## src/rtl/core/scp2c_pkg.sv

```systemverilog
// Shared types, constants and the quarter-wave sine table for the scan
// polar-to-cartesian unit. No dependencies.
`timescale 1ns / 1ps
`default_nettype none

package scp2c_pkg;

    localparam int TABLE_FRAC_BITS = 18;
    localparam int MAG_W           = TABLE_FRAC_BITS + 1;   // 1.0 = 2^18 needs 19 bits
    localparam int DIST_W          = 16;
    localparam int COORD_W         = 17;
    localparam int PLANE_W         = 16;
    localparam int SPACING_W       = 16;
    localparam int POS_W           = 32;
    localparam int STEP_W          = 8;
    localparam int TANGLE_W        = 8;                      // 256-step table circle

    localparam logic [SPACING_W-1:0] SPACING_RESET = 16'd500;

    // Register word index on the APB port
    localparam logic [0:0] REG_PLANE_SPACING = 1'b0;

    typedef logic [TANGLE_W-1:0] table_angle_t;

    // Per-sample scan info handed from the counter block to the datapath
    typedef struct packed {
        table_angle_t         table_angle;
        logic [STEP_W-1:0]    angle_step;
        logic                 last;
        logic [PLANE_W-1:0]   plane_count;
    } scan_info_t;

    // round(sin(k * 90/64 deg) * 2^18), k = 0..64
    function automatic logic [MAG_W-1:0] quarter_sine(input logic [6:0] k);
        logic [MAG_W-1:0] v;
        case (k)
            7'd0:  v = 19'd0;      7'd1:  v = 19'd6433;   7'd2:  v = 19'd12863;
            7'd3:  v = 19'd19285;  7'd4:  v = 19'd25695;  7'd5:  v = 19'd32089;
            7'd6:  v = 19'd38465;  7'd7:  v = 19'd44817;  7'd8:  v = 19'd51142;
            7'd9:  v = 19'd57436;  7'd10: v = 19'd63696;  7'd11: v = 19'd69917;
            7'd12: v = 19'd76096;  7'd13: v = 19'd82230;  7'd14: v = 19'd88314;
            7'd15: v = 19'd94344;  7'd16: v = 19'd100318; 7'd17: v = 19'd106232;
            7'd18: v = 19'd112081; 7'd19: v = 19'd117863; 7'd20: v = 19'd123574;
            7'd21: v = 19'd129210; 7'd22: v = 19'd134769; 7'd23: v = 19'd140246;
            7'd24: v = 19'd145639; 7'd25: v = 19'd150945; 7'd26: v = 19'd156159;
            7'd27: v = 19'd161279; 7'd28: v = 19'd166302; 7'd29: v = 19'd171225;
            7'd30: v = 19'd176045; 7'd31: v = 19'd180759; 7'd32: v = 19'd185364;
            7'd33: v = 19'd189857; 7'd34: v = 19'd194236; 7'd35: v = 19'd198498;
            7'd36: v = 19'd202640; 7'd37: v = 19'd206660; 7'd38: v = 19'd210556;
            7'd39: v = 19'd214325; 7'd40: v = 19'd217965; 7'd41: v = 19'd221473;
            7'd42: v = 19'd224848; 7'd43: v = 19'd228088; 7'd44: v = 19'd231190;
            7'd45: v = 19'd234153; 7'd46: v = 19'd236975; 7'd47: v = 19'd239655;
            7'd48: v = 19'd242189; 7'd49: v = 19'd244578; 7'd50: v = 19'd246820;
            7'd51: v = 19'd248913; 7'd52: v = 19'd250856; 7'd53: v = 19'd252648;
            7'd54: v = 19'd254288; 7'd55: v = 19'd255774; 7'd56: v = 19'd257107;
            7'd57: v = 19'd258285; 7'd58: v = 19'd259307; 7'd59: v = 19'd260173;
            7'd60: v = 19'd260882; 7'd61: v = 19'd261434; 7'd62: v = 19'd261828;
            7'd63: v = 19'd262065; 7'd64: v = 19'd262144;
            default: v = 19'd0;
        endcase
        return v;
    endfunction

endpackage

`default_nettype wire

```

## src/rtl/core/scp2c_scan_state.sv

```systemverilog
// Scan counters: angle index, sample count and plane count, plus the
// mapping of the angle index onto the 256-step table circle. Uses scp2c_pkg.
`timescale 1ns / 1ps
`default_nettype none

module scp2c_scan_state #(
    parameter int STEPS_PER_TURN = 256
) (
    input  wire logic              aclk,
    input  wire logic              aresetn,
    input  wire logic              advance,
    output scp2c_pkg::scan_info_t  info
);

    localparam int IDX_W  = $clog2(STEPS_PER_TURN);
    localparam int EXT_W  = (IDX_W > scp2c_pkg::STEP_W) ? IDX_W : scp2c_pkg::STEP_W;
    // index * 256 / STEPS_PER_TURN by reciprocal multiply, exact for x < 2^X_W
    localparam int X_W    = IDX_W + scp2c_pkg::TANGLE_W;
    localparam int SH     = X_W + IDX_W;
    localparam longint RECIP_L = ((64'd1 << SH) + STEPS_PER_TURN - 1) / STEPS_PER_TURN;
    localparam logic [X_W:0] RECIP = (X_W + 1)'(RECIP_L);
    localparam logic [IDX_W-1:0] ANGLE_RESET = IDX_W'(STEPS_PER_TURN / 4);
    localparam logic [IDX_W-1:0] IDX_MAX     = IDX_W'(STEPS_PER_TURN - 1);

    logic [IDX_W-1:0]              angle_index_reg, angle_index_next;
    logic [IDX_W-1:0]              sample_count_reg, sample_count_next;
    logic [scp2c_pkg::PLANE_W-1:0] plane_count_reg, plane_count_next;
    logic                          last;
    logic [X_W-1:0]                scaled;
    logic [2*X_W:0]                prod;
    logic [EXT_W-1:0]              step_ext;

    assign last     = (sample_count_reg == IDX_MAX);
    assign scaled   = {angle_index_reg, {scp2c_pkg::TANGLE_W{1'b0}}};
    assign prod     = (2*X_W+1)'(scaled) * (2*X_W+1)'(RECIP);
    assign step_ext = EXT_W'(angle_index_reg);

    always_comb begin
        angle_index_next  = (angle_index_reg == '0) ? IDX_MAX : angle_index_reg - 1'b1;
        sample_count_next = last ? '0 : sample_count_reg + 1'b1;
        plane_count_next  = plane_count_reg;
        if (last && (plane_count_reg != {scp2c_pkg::PLANE_W{1'b1}})) begin
            plane_count_next = plane_count_reg + 1'b1;
        end
    end

    always_ff @(posedge aclk) begin
        if (!aresetn) begin
            angle_index_reg  <= ANGLE_RESET;
            sample_count_reg <= '0;
            plane_count_reg  <= '0;
        end else if (advance) begin
            angle_index_reg  <= angle_index_next;
            sample_count_reg <= sample_count_next;
            plane_count_reg  <= plane_count_next;
        end
    end

    assign info.table_angle = prod[SH +: scp2c_pkg::TANGLE_W];
    assign info.angle_step  = step_ext[scp2c_pkg::STEP_W-1:0];
    assign info.last        = last;
    assign info.plane_count = plane_count_reg;

endmodule

`default_nettype wire

```

## src/rtl/core/scp2c_axis_mult.sv

```systemverilog
// One coordinate axis: quadrant fold, sine table lookup, distance multiply,
// truncation toward zero and sign. Uses scp2c_pkg.
`timescale 1ns / 1ps
`default_nettype none

module scp2c_axis_mult (
    input  wire logic [scp2c_pkg::DIST_W-1:0]   distance,
    input  wire scp2c_pkg::table_angle_t        angle,
    output logic signed [scp2c_pkg::COORD_W-1:0] coord
);

    localparam int PROD_W = scp2c_pkg::DIST_W + scp2c_pkg::MAG_W;

    logic [6:0]                       k;
    logic [scp2c_pkg::MAG_W-1:0]      mag;
    logic [PROD_W-1:0]                prod;
    logic [scp2c_pkg::COORD_W-1:0]    m;

    // odd quadrants read the table mirrored, upper half circle is negative
    assign k     = angle[6] ? (7'd64 - {1'b0, angle[5:0]}) : {1'b0, angle[5:0]};
    assign mag   = scp2c_pkg::quarter_sine(k);
    assign prod  = PROD_W'(distance) * PROD_W'(mag);
    assign m     = prod[scp2c_pkg::TABLE_FRAC_BITS +: scp2c_pkg::COORD_W];
    assign coord = angle[7] ? -$signed(m) : $signed(m);

endmodule

`default_nettype wire

```

## src/rtl/core/scan_polar_to_cartesian_unit.sv

```systemverilog
// Top level of the scan polar-to-cartesian unit: APB register, input and
// result stages. Uses scp2c_pkg, scp2c_scan_state and scp2c_axis_mult.
`timescale 1ns / 1ps
`default_nettype none

// Usage
//   Input channel s_*: one range sample (s_distance, mm) per beat.
//   Result channel m_*: one point per sample: x = plane position
//   (plane count * spacing), y = d*cos, z = d*sin, both truncated toward
//   zero, the angle index used, and a flag on the last sample of a turn.
//   The angle starts at a quarter turn and drops one step per sample.
//   APB: word 0 is plane_spacing (reset 500); write only while idle.
// Timing
//   Two register stages: the input stage captures the sample with the scan
//   counters' snapshot, the result stage holds the table lookups and the
//   three multiplies. A taken beat goes to the input stage, then to the
//   result stage on m_*. One beat per cycle while m_ready holds; both stages
//   advance together whenever the result stage is empty or being drained.
// Reset and stall
//   Reset empties both stages, sets the angle to a quarter turn and clears
//   the sample and plane counts. If m_ready is held low, results stay put;
//   the input stage absorbs one more beat, then s_ready drops.
module scan_polar_to_cartesian_unit #(
    parameter int STEPS_PER_TURN = 256
) (
    input  wire logic                                 aclk,
    input  wire logic                                 aresetn,
    // APB register port
    input  wire logic                                 psel,
    input  wire logic                                 penable,
    input  wire logic                                 pwrite,
    input  wire logic [2:0]                           paddr,
    input  wire logic [31:0]                          pwdata,
    output logic      [31:0]                          prdata,
    output logic                                      pready,
    // sample input
    input  wire logic                                 s_valid,
    output logic                                      s_ready,
    input  wire logic [scp2c_pkg::DIST_W-1:0]         s_distance,
    // point output
    output logic                                      m_valid,
    input  wire logic                                 m_ready,
    output logic [scp2c_pkg::POS_W-1:0]               m_plane_position,
    output logic signed [scp2c_pkg::COORD_W-1:0]      m_y_coord,
    output logic signed [scp2c_pkg::COORD_W-1:0]      m_z_coord,
    output logic [scp2c_pkg::STEP_W-1:0]              m_angle_step,
    output logic                                      m_last_in_plane
);

    // ---------------- register port ----------------
    logic [scp2c_pkg::SPACING_W-1:0] spacing_reg;
    logic                            cfg_write;

    assign pready    = 1'b1;
    assign cfg_write = psel && penable && pwrite && pready &&
                       (paddr[2] == scp2c_pkg::REG_PLANE_SPACING);
    assign prdata    = (paddr[2] == scp2c_pkg::REG_PLANE_SPACING) ?
                       {{(32-scp2c_pkg::SPACING_W){1'b0}}, spacing_reg} : 32'd0;

    always_ff @(posedge aclk) begin
        if (!aresetn) begin
            spacing_reg <= scp2c_pkg::SPACING_RESET;
        end else if (cfg_write) begin
            spacing_reg <= pwdata[scp2c_pkg::SPACING_W-1:0];
        end
    end

    // ---------------- handshake ----------------
    logic s1_valid_reg;
    logic m_valid_reg;
    logic out_load;     // result stage takes the input stage this cycle
    logic in_load;      // input beat accepted

    assign out_load = !m_valid_reg || m_ready;
    assign s_ready  = !s1_valid_reg || out_load;
    assign in_load  = s_valid && s_ready;
    assign m_valid  = m_valid_reg;

    // ---------------- scan counters ----------------
    scp2c_pkg::scan_info_t cur_info;

    scp2c_scan_state #(
        .STEPS_PER_TURN (STEPS_PER_TURN)
    ) u_scan_state (
        .aclk    (aclk),
        .aresetn (aresetn),
        .advance (in_load),
        .info    (cur_info)
    );

    // ---------------- input stage ----------------
    logic [scp2c_pkg::DIST_W-1:0] s1_distance_reg;
    scp2c_pkg::scan_info_t        s1_info_reg;

    always_ff @(posedge aclk) begin
        if (!aresetn) begin
            s1_valid_reg <= 1'b0;
        end else if (s_ready) begin
            s1_valid_reg <= s_valid;
        end
    end

    always_ff @(posedge aclk) begin
        if (in_load) begin
            s1_distance_reg <= s_distance;
            s1_info_reg     <= cur_info;
        end
    end

    // ---------------- result datapath ----------------
    scp2c_pkg::table_angle_t                cos_angle;
    logic signed [scp2c_pkg::COORD_W-1:0]   y_next;
    logic signed [scp2c_pkg::COORD_W-1:0]   z_next;
    logic [scp2c_pkg::POS_W-1:0]            position_next;

    // cos(a) = sin(a + quarter turn)
    assign cos_angle = s1_info_reg.table_angle + 8'd64;

    scp2c_axis_mult u_axis_y (
        .distance (s1_distance_reg),
        .angle    (cos_angle),
        .coord    (y_next)
    );

    scp2c_axis_mult u_axis_z (
        .distance (s1_distance_reg),
        .angle    (s1_info_reg.table_angle),
        .coord    (z_next)
    );

    assign position_next = scp2c_pkg::POS_W'(s1_info_reg.plane_count) *
                           scp2c_pkg::POS_W'(spacing_reg);

    // ---------------- result stage ----------------
    logic [scp2c_pkg::POS_W-1:0]            position_reg;
    logic signed [scp2c_pkg::COORD_W-1:0]   y_reg;
    logic signed [scp2c_pkg::COORD_W-1:0]   z_reg;
    logic [scp2c_pkg::STEP_W-1:0]           step_reg;
    logic                                   last_reg;

    always_ff @(posedge aclk) begin
        if (!aresetn) begin
            m_valid_reg <= 1'b0;
        end else if (out_load) begin
            m_valid_reg <= s1_valid_reg;
        end
    end

    always_ff @(posedge aclk) begin
        if (out_load && s1_valid_reg) begin
            position_reg <= position_next;
            y_reg        <= y_next;
            z_reg        <= z_next;
            step_reg     <= s1_info_reg.angle_step;
            last_reg     <= s1_info_reg.last;
        end
    end

    assign m_plane_position = position_reg;
    assign m_y_coord        = y_reg;
    assign m_z_coord        = z_reg;
    assign m_angle_step     = step_reg;
    assign m_last_in_plane  = last_reg;

    // ---------------- assertions ----------------
    // a stalled result with a full input stage must block new beats
    a_stall_blocks_input: assert property (@(posedge aclk) disable iff (!aresetn)
        (m_valid_reg && !m_ready && s1_valid_reg) |-> !s_ready)
        else $error("input accepted while both stages are full and stalled");

    // an item in the input stage reaches the result stage when it loads
    a_stage_moves: assert property (@(posedge aclk) disable iff (!aresetn)
        (s1_valid_reg && out_load) |=> m_valid_reg)
        else $error("item lost between input and result stage");

    // plane count never goes backward
    a_plane_monotonic: assert property (@(posedge aclk) disable iff (!aresetn)
        $past(aresetn) |-> (cur_info.plane_count >= $past(cur_info.plane_count)))
        else $error("plane count decreased");

endmodule

`default_nettype wire
```

## config.mk

```make
export PLATFORM = sky130hd
export DESIGN_NAME = scan_polar_to_cartesian_unit
export DESIGN_NICKNAME = d
export VERILOG_FILES = /design/src/rtl/core/scp2c_pkg.sv /design/src/rtl/core/scp2c_scan_state.sv /design/src/rtl/core/scp2c_axis_mult.sv /design/src/rtl/core/scan_polar_to_cartesian_unit.sv
export SDC_FILE = /design/constraint.sdc
export NUM_CORES = 2
export LEC_CHECK = 0
export BUFFER_PORTS_ARGS = -buffer_cell sky130_fd_sc_hd__buf_2
export CORE_MARGIN = 5
export CORE_UTILIZATION = 25
export DETAILED_ROUTE_END_ITERATION = 10
export PLACE_DENSITY = 0.37
export SYNTH_ARGS = -nofsm -noshare
export SYNTH_HDL_FRONTEND = slang
export SYNTH_HIERARCHICAL = 1
export SYNTH_MEMORY_MAX_BITS = 65536
export SYNTH_SLANG_ARGS = --single-unit
```

## constraint.sdc

```tcl
create_clock -name aclk -period 14.2 [get_ports aclk]
set_clock_uncertainty 0.15 [all_clocks]
set_input_delay 1.42 -clock aclk [delete_from_list [all_inputs] [get_ports aclk]]
set_output_delay 1.42 -clock aclk [all_outputs]
set_load 0.005 [all_outputs]
```

After elaboration in Yosys (flattened, before gate mapping)
Memory sizes are Yosys's and may differ from the RTL's.
Index checks and enable logic that the tools add are counted.
{"block": "word_totals", "reg_bits": 166, "rom_bits": 4864, "input_bits": 58, "out_inout_bits": 110, "wordCells": 50, "mem_count": 2}
{"block": "classes", "n_addsub": 8, "n_mul": 3, "eq_ne": 2, "n_mux": 7, "bitwise_logic": 1, "n_reduce_logical": 12}
{"memory": "(name not given)", "depth": 128, "width": 19, "rd": 1, "rd_clocked_by_memory_dff": 0, "write_ports": 0, "line_no": "scp2c_pkg.sv:36", "rtl": "case (k)"}
{"memory": "(name not given)", "depth": 128, "width": 19, "rd": 1, "rd_clocked_by_memory_dff": 0, "write_ports": 0, "line_no": "scp2c_pkg.sv:36"}
{"cell": "multiplier 16 x 19 -> 35 bit", "count": 2}
{"cell": "2-to-1 mux 17 bit", "count": 2}
{"cell": "negation 17 bit", "count": 2}
{"cell": "multiplier 16 x 16 -> 32 bit", "count": 1}
{"cell": "adder 16 x 1 -> 16 bit (second input constant)", "count": 1}
{"cell": "2-to-1 mux 16 bit", "count": 1}
{"cell": "2-to-1 mux 8 bit", "count": 2}
{"cell": "inequality test 16 bit (second input constant)", "count": 1}
{"cell": "2-to-1 mux 7 bit", "count": 2}
{"cell": "subtractor 7 x 6 -> 7 bit (first input constant)", "count": 2}
{"cell": "adder 8 x 1 -> 8 bit (second input constant)", "count": 1}
{"cell": "adder 8 x 7 -> 8 bit (second input constant)", "count": 1}
{"cell": "== test 8 bit (second input constant)", "count": 1}
{"cell": "zero test 8 bit", "count": 1}
{"cell": "subtractor 8 x 1 -> 8 bit (second input constant)", "count": 1}
{"cell": "logical AND 1 bit", "count": 6}
{"cell": "zero test 1 bit", "count": 2}
{"cell": "logical OR 1 bit", "count": 2}
{"cell": "AND reduction 2 bit", "count": 1}
{"cell": "NOT 1 bit", "count": 1}

Longest topological paths before layout
An unclocked memory read counts as a cell.
{"block": "logic_depth", "ltp_word": 7, "depth_mapped": 43, "mapped_depth_nobuf": 40}

Hierarchy
Netlist, hierarchy kept.
{"module": "scan_polar_to_cartesian_unit", "n_inst": 1, "cells_per_inst": 1243, "area_per_inst_um2": 13276.5, "seq_area_each_um2": 4083.9}
{"module": "scp2c_axis_mult (u_axis_z)", "n_inst": 1, "cells_per_inst": 1593, "area_per_inst_um2": 12538.3, "seq_area_each_um2": 0.0}
{"module": "scp2c_axis_mult (u_axis_y)", "n_inst": 1, "cells_per_inst": 1541, "area_per_inst_um2": 12306.8, "seq_area_each_um2": 0.0}
{"module": "scp2c_scan_state", "n_inst": 1, "cells_per_inst": 182, "area_per_inst_um2": 1642.8, "seq_area_each_um2": 640.6}

Worst setup path before layout
Ideal clock, no wire load.
{"block": "synth_path", "path_kind": "register -> register", "startpoint": "register s1_info_reg[25] (netlist bit)", "endpoint": "register z_reg, in the netlist m_z_coord[12], data pin", "setup_ns": 0.267, "t_arrival_ns": 9.744, "required_time_ns": 13.783, "path_slack_ns": 4.039, "stages_incl_launch_ff": 39, "n_path_buf": 5, "period_less_slack_ns": 10.161, "path_cell_list": "edfxtp_1 > inv_1 > ha_1 > buf_2 > nand2b_1 > xnor2_4 > inv_1 > buf_2 > clkbuf_1 > buf_1 > nor3_1 > a31oi_1 > nor2_1 > nor4_1 > clkbuf_1 > nand2_1 > fa_1 > fa_1 > [... 3 more ...] > fa_1 > inv_1 > fa_1 > inv_1 > ha_1 > and3_1 > and2_1 > a221o_1 > or3_1 > a31oi_1 > o21ai_0 > and2_1 > inv_1 > ha_1 > nor3b_1 > nand4b_1 > o31ai_1 > xnor2_1"}
{"block": "synth_between", "elab_chain_cells": 6}
{"item": "start: declaration", "line_no": "scan_polar_to_cartesian_unit.sv:93", "rtl": "scp2c_pkg::scan_info_t s1_info_reg;"}
{"item": "start signal: assignment", "line_no": "scan_polar_to_cartesian_unit.sv:106", "rtl": "s1_info_reg <= cur_info;"}
{"item": "subtractor 7 x 6 -> 7 bit", "line_no": "scp2c_axis_mult.sv:20", "rtl": "assign k = angle[6] ? (7'd64 - {1'b0, angle[5:0]}) : {1'b0, angle[5:0]};"}
{"item": "2-to-1 mux 7 bit (*)", "line_no": "scp2c_axis_mult.sv:20"}
{"item": "memory read (128 x 19 bit) (*)"}
{"item": "multiplier 16 x 19 -> 35 bit (*)", "line_no": "scp2c_axis_mult.sv:22", "rtl": "assign prod = PROD_W'(distance) * PROD_W'(mag);"}
{"item": "negation 17 bit", "line_no": "scp2c_axis_mult.sv:24", "rtl": "assign coord = angle[7] ? -$signed(m) : $signed(m);"}
{"item": "2-to-1 mux 17 bit (*)", "line_no": "scp2c_axis_mult.sv:24"}
{"item": "named net z_next (one bit)", "line_no": "scan_polar_to_cartesian_unit.sv:113", "rtl": "logic signed [scp2c_pkg::COORD_W-1:0] z_next;"}
{"item": "end signal: assignment", "line_no": "scan_polar_to_cartesian_unit.sv:153", "rtl": "z_reg <= z_next;"}
{"item": "end: declaration", "line_no": "scan_polar_to_cartesian_unit.sv:137", "rtl": "logic signed [scp2c_pkg::COORD_W-1:0] z_reg;"}
The timed path passes the listed nets; every way through them passes the cells marked *.
A chain may end at the register's enable or synchronous reset.

Worst setup path after layout
{"block": "layout_path", "startpoint": "register s1_info_reg[25] (netlist bit)", "endpoint": "register z_reg, in the netlist m_z_coord[16], data pin"}
The elaborated chain is that of the path after synthesis.

==> flow_metrics.env <==
export IMPL_status="finished, final reports clean"
export IMPL_globalplace_congestion=0.7966
export IMPL_synth_top_area_frac=0.3343
export IMPL_worstMarginPinSlew_ns=1.211
export IMPL_wirelength_met1_um=61890
export IMPL_clk_latency_ns=0.55
export IMPL_ys_warn_count=6
export IMPL_ys_seq_area_frac=0.1188
export IMPL_path_common_cell="inv_1"
export IMPL_hold_viol=0
export IMPL_cts_tree="yes"
export IMPL_clock_sinks=174
export IMPL_synthTopCellsByArea="fa_1 (33%), ha_1 (11%), edfxtp_1 (9.4%), inv_1 (7.5%), nand2_1 (6.4%)"
export IMPL_fin_tns_setup_ns=0
export IMPL_htreeDepth=4
export IMPL_grt_pass1_wl_um=200800
export IMPL_antenna_found_initial=0
export IMPL_crit_arrival_ns=11.99
export IMPL_grt_pass1_vias=33380
export IMPL_syn_inst=4559
export IMPL_worstHoldPathCells=0
export IMPL_synth_xor_area_frac=0.02646
export IMPL_ant_nets=0
export IMPL_drive_above_1_share=0.07302
export IMPL_start_kind="flip-flop"
export IMPL_cp_max_fo=30
export IMPL_wirelength_um=125200
export IMPL_rsz0062_at_grt="false"
export IMPL_maxCapViolations=0
export IMPL_rrSetupSlack_ns=2.33
export IMPL_cts_path_max_buffers=2
export IMPL_met2_length_um=58820
export IMPL_grt_remaining_overflow=0
export IMPL_port_buffers=132
export IMPL_ys_types=112
export IMPL_cts_hold_buffers=0
export IMPL_ctsResizeCount=0
export IMPL_avgRoutedWirePerCell_um=18.91
export IMPL_synthSimpleGateAreaFrac=0.1863
export IMPL_min_path_type="reg2reg"
export IMPL_fin_crit_sh=0.8357
export IMPL_synthAdderAreaFrac=0.4425
export IMPL_finalSetupViolations=0
export IMPL_syn_area_um2=39760
export IMPL_track_usage=0.1521
export IMPL_synth_compound_area_frac=0.1173
export IMPL_synth_avg_cell_area_um2=8.722
export IMPL_hold_end="m_angle_step[3]$_DFFE_PP_"
export IMPL_ys_seq_elements=174
export IMPL_grt_start_max_net_pins=60
export IMPL_synthFlopType="edfxtp_1"
export IMPL_die_w_um=408.8
export IMPL_timing_rr_start="s1_info_reg[25]$_DFFE_PP_"
export IMPL_async_flop_share=0
export IMPL_yosys_mux_area_fraction=0.003587
export IMPL_postCtsSetupBuffers=0
export IMPL_die_area_um2=167100
export IMPL_drt_iter0_drc=1622
export IMPL_drc=0
export IMPL_core_area_um2=158200
export IMPL_area_growth_pct=8.924
export IMPL_largest_register_ffs=33
export IMPL_fp_row_count=146
export IMPL_synth_top_family_by_area="adder cells"
export IMPL_reg2reg_to="m_z_coord[16]$_DFFE_PP_"
export IMPL_synth_edff_count=124
export IMPL_die_h_um=408.8
export IMPL_yosys_area_top_type="fa_1"
export IMPL_crit_type="reg2reg"
export IMPL_ff2ff_path_depth=38
export IMPL_fmax_ghz=0.08426
export IMPL_start_util=0.2514
export IMPL_max_stage_delay_ns=0.90
export IMPL_clock_root_buffer="clkbuf_16"
export IMPL_cp_required_ns=14.32
export IMPL_drt_pass1_iterations=5
export IMPL_hp_start="s1_info_reg[20]$_DFFE_PP_"
export IMPL_timing_slew_headroom=0.1918
export IMPL_slew_violations=0
export IMPL_cp_end_kind="flip-flop"
export IMPL_clk_pin_slew_worst_paths_ns=0.08
export IMPL_fin_crit_ns=11.87
export IMPL_wl_met3_um=2994
export IMPL_io_pins=168
export IMPL_vias_per_cell=4.674
export IMPL_slowest_stage="nor2_2"
export IMPL_cts_buffers=17
export IMPL_dp_hpwl_um=92500
export IMPL_vias=30940
export IMPL_finalNetCount=5600
export IMPL_highest_layer="met4"
[synth_stat cells (all sizes together) (29+ instances only)]
cell,number
o21ai,118
fa,664
xnor2,78
nor2,161
o211ai,39
clkbuf,183
a211oi,36
and2,395
a21oi,178
a21o,50
nor3,51
dfxtp,50
nand3,51
edfxtp,124
buf,83
xor2,37
ha,344
nand4,29
nand2,682
inv,799
a31oi,32
[final cells by class]
class	count	area, um^2
multi-input combinational	3333	31140
timing repair buffer	207	1224
antenna	1	2.502
clock inverter	15	198.9
sequential	174	4725
inverter	801	3007
fill	17300	114900
clock buffer	17	425.4
tap	2072	2592
[through the flow]
step	util	area (um^2)	setup WS [ns]	hold slack [ns]	instances
3_3_place_gp	0.2698	42690	2.387	0.2555	6587
6_report	0.2738	43310	2.332	0.2745	6620
2_1_floorplan	-	39820	4.039	0.2503	4574
3_5_place_dp	0.2698	42690	2.302	0.2575	6587
4_1_cts	0.2738	43310	2.283	0.2780	6619
5_1_grt	0.2738	43310	1.504	0.2861	6619
[cells by family (layout without fill, tap and decap cells)]
logic type,Yosys count,count (layout)
compound gates,667,667
xor+xnor,115,115
fa+ha+maj,1008,1008
buf+inv,1067,1040
flops,174,174
mux,14,14
other cells,2,18
simple gates,1512,1512
[worst max-delay path, delay by kind of cell (launching register included)]
| kind | cells | cell delay, ns |
|---|---|---|
| fa+ha+maj | 9 | 4.03 |
| xor+xnor | 2 | 0.40 |
| buf+inv | 8 | 1.37 |
| flops | 1 | 0.39 |
| compound gates | 7 | 1.78 |
| simple gates | 12 | 3.48 |
[layer usage]
layer | up-vias | global-route usage
li1 | 14460 | -
met1 | 15970 | 0.2171
met2 | 430 | 0.2524
met3 | 79 | 0.01557
met4 | 0 | 0.02641
met5 | - | 0
[layout by cell type, fill, tap and decap left out, types with 15 or more instances in the layout]
| cell type | synthesis | layout |
|---|---|---|
| nand3_1 | 50 | 50 |
| o21ai_0 | 112 | 112 |
| clkbuf_16 | 0 | 17 |
| a21oi_1 | 176 | 175 |
| fa_1 | 664 | 664 |
| ha_1 | 344 | 344 |
| xor2_1 | 37 | 35 |
| nand2b_1 | 23 | 23 |
| nand2_1 | 681 | 681 |
| dfxtp_1 | 50 | 50 |
| and2_1 | 394 | 393 |
| xnor2_1 | 75 | 71 |
| a21o_1 | 50 | 50 |
| buf_2 | 23 | 132 |
| nor2_1 | 159 | 146 |
| a211oi_1 | 32 | 31 |
| o21bai_1 | 19 | 19 |
| nor2_2 | 2 | 15 |
| conb_1 | 2 | 17 |
| edfxtp_1 | 124 | 124 |
| o31ai_1 | 24 | 24 |
| buf_4 | 29 | 75 |
| nand4_1 | 26 | 26 |
| inv_1 | 798 | 798 |
| nor3_1 | 51 | 45 |
| a31oi_1 | 30 | 30 |
| o211ai_1 | 37 | 37 |
| nor2b_1 | 27 | 26 |
[worst max path at each step]
stage                              start                 endpoint  slack (ns)  cells past startpoint
2_1_floorplan  s1_info_reg[25]$_DFFE_PP_  m_z_coord[12]$_DFFE_PP_        4.04                     38
3_3_place_gp   s1_info_reg[25]$_DFFE_PP_  m_z_coord[12]$_DFFE_PP_        2.39                     38
3_5_place_dp   s1_info_reg[25]$_DFFE_PP_  m_z_coord[16]$_DFFE_PP_        2.30                     38
4_1_cts        s1_info_reg[25]$_DFFE_PP_  m_z_coord[16]$_DFFE_PP_        2.28                     38
5_1_grt        s1_info_reg[25]$_DFFE_PP_  m_z_coord[16]$_DFFE_PP_        1.50                     37
6_report       s1_info_reg[25]$_DFFE_PP_  m_z_coord[16]$_DFFE_PP_        2.33                     38
Power is not shown: default switching activity piles up to over one toggle a cycle in this logic, so the estimate is an artifact.
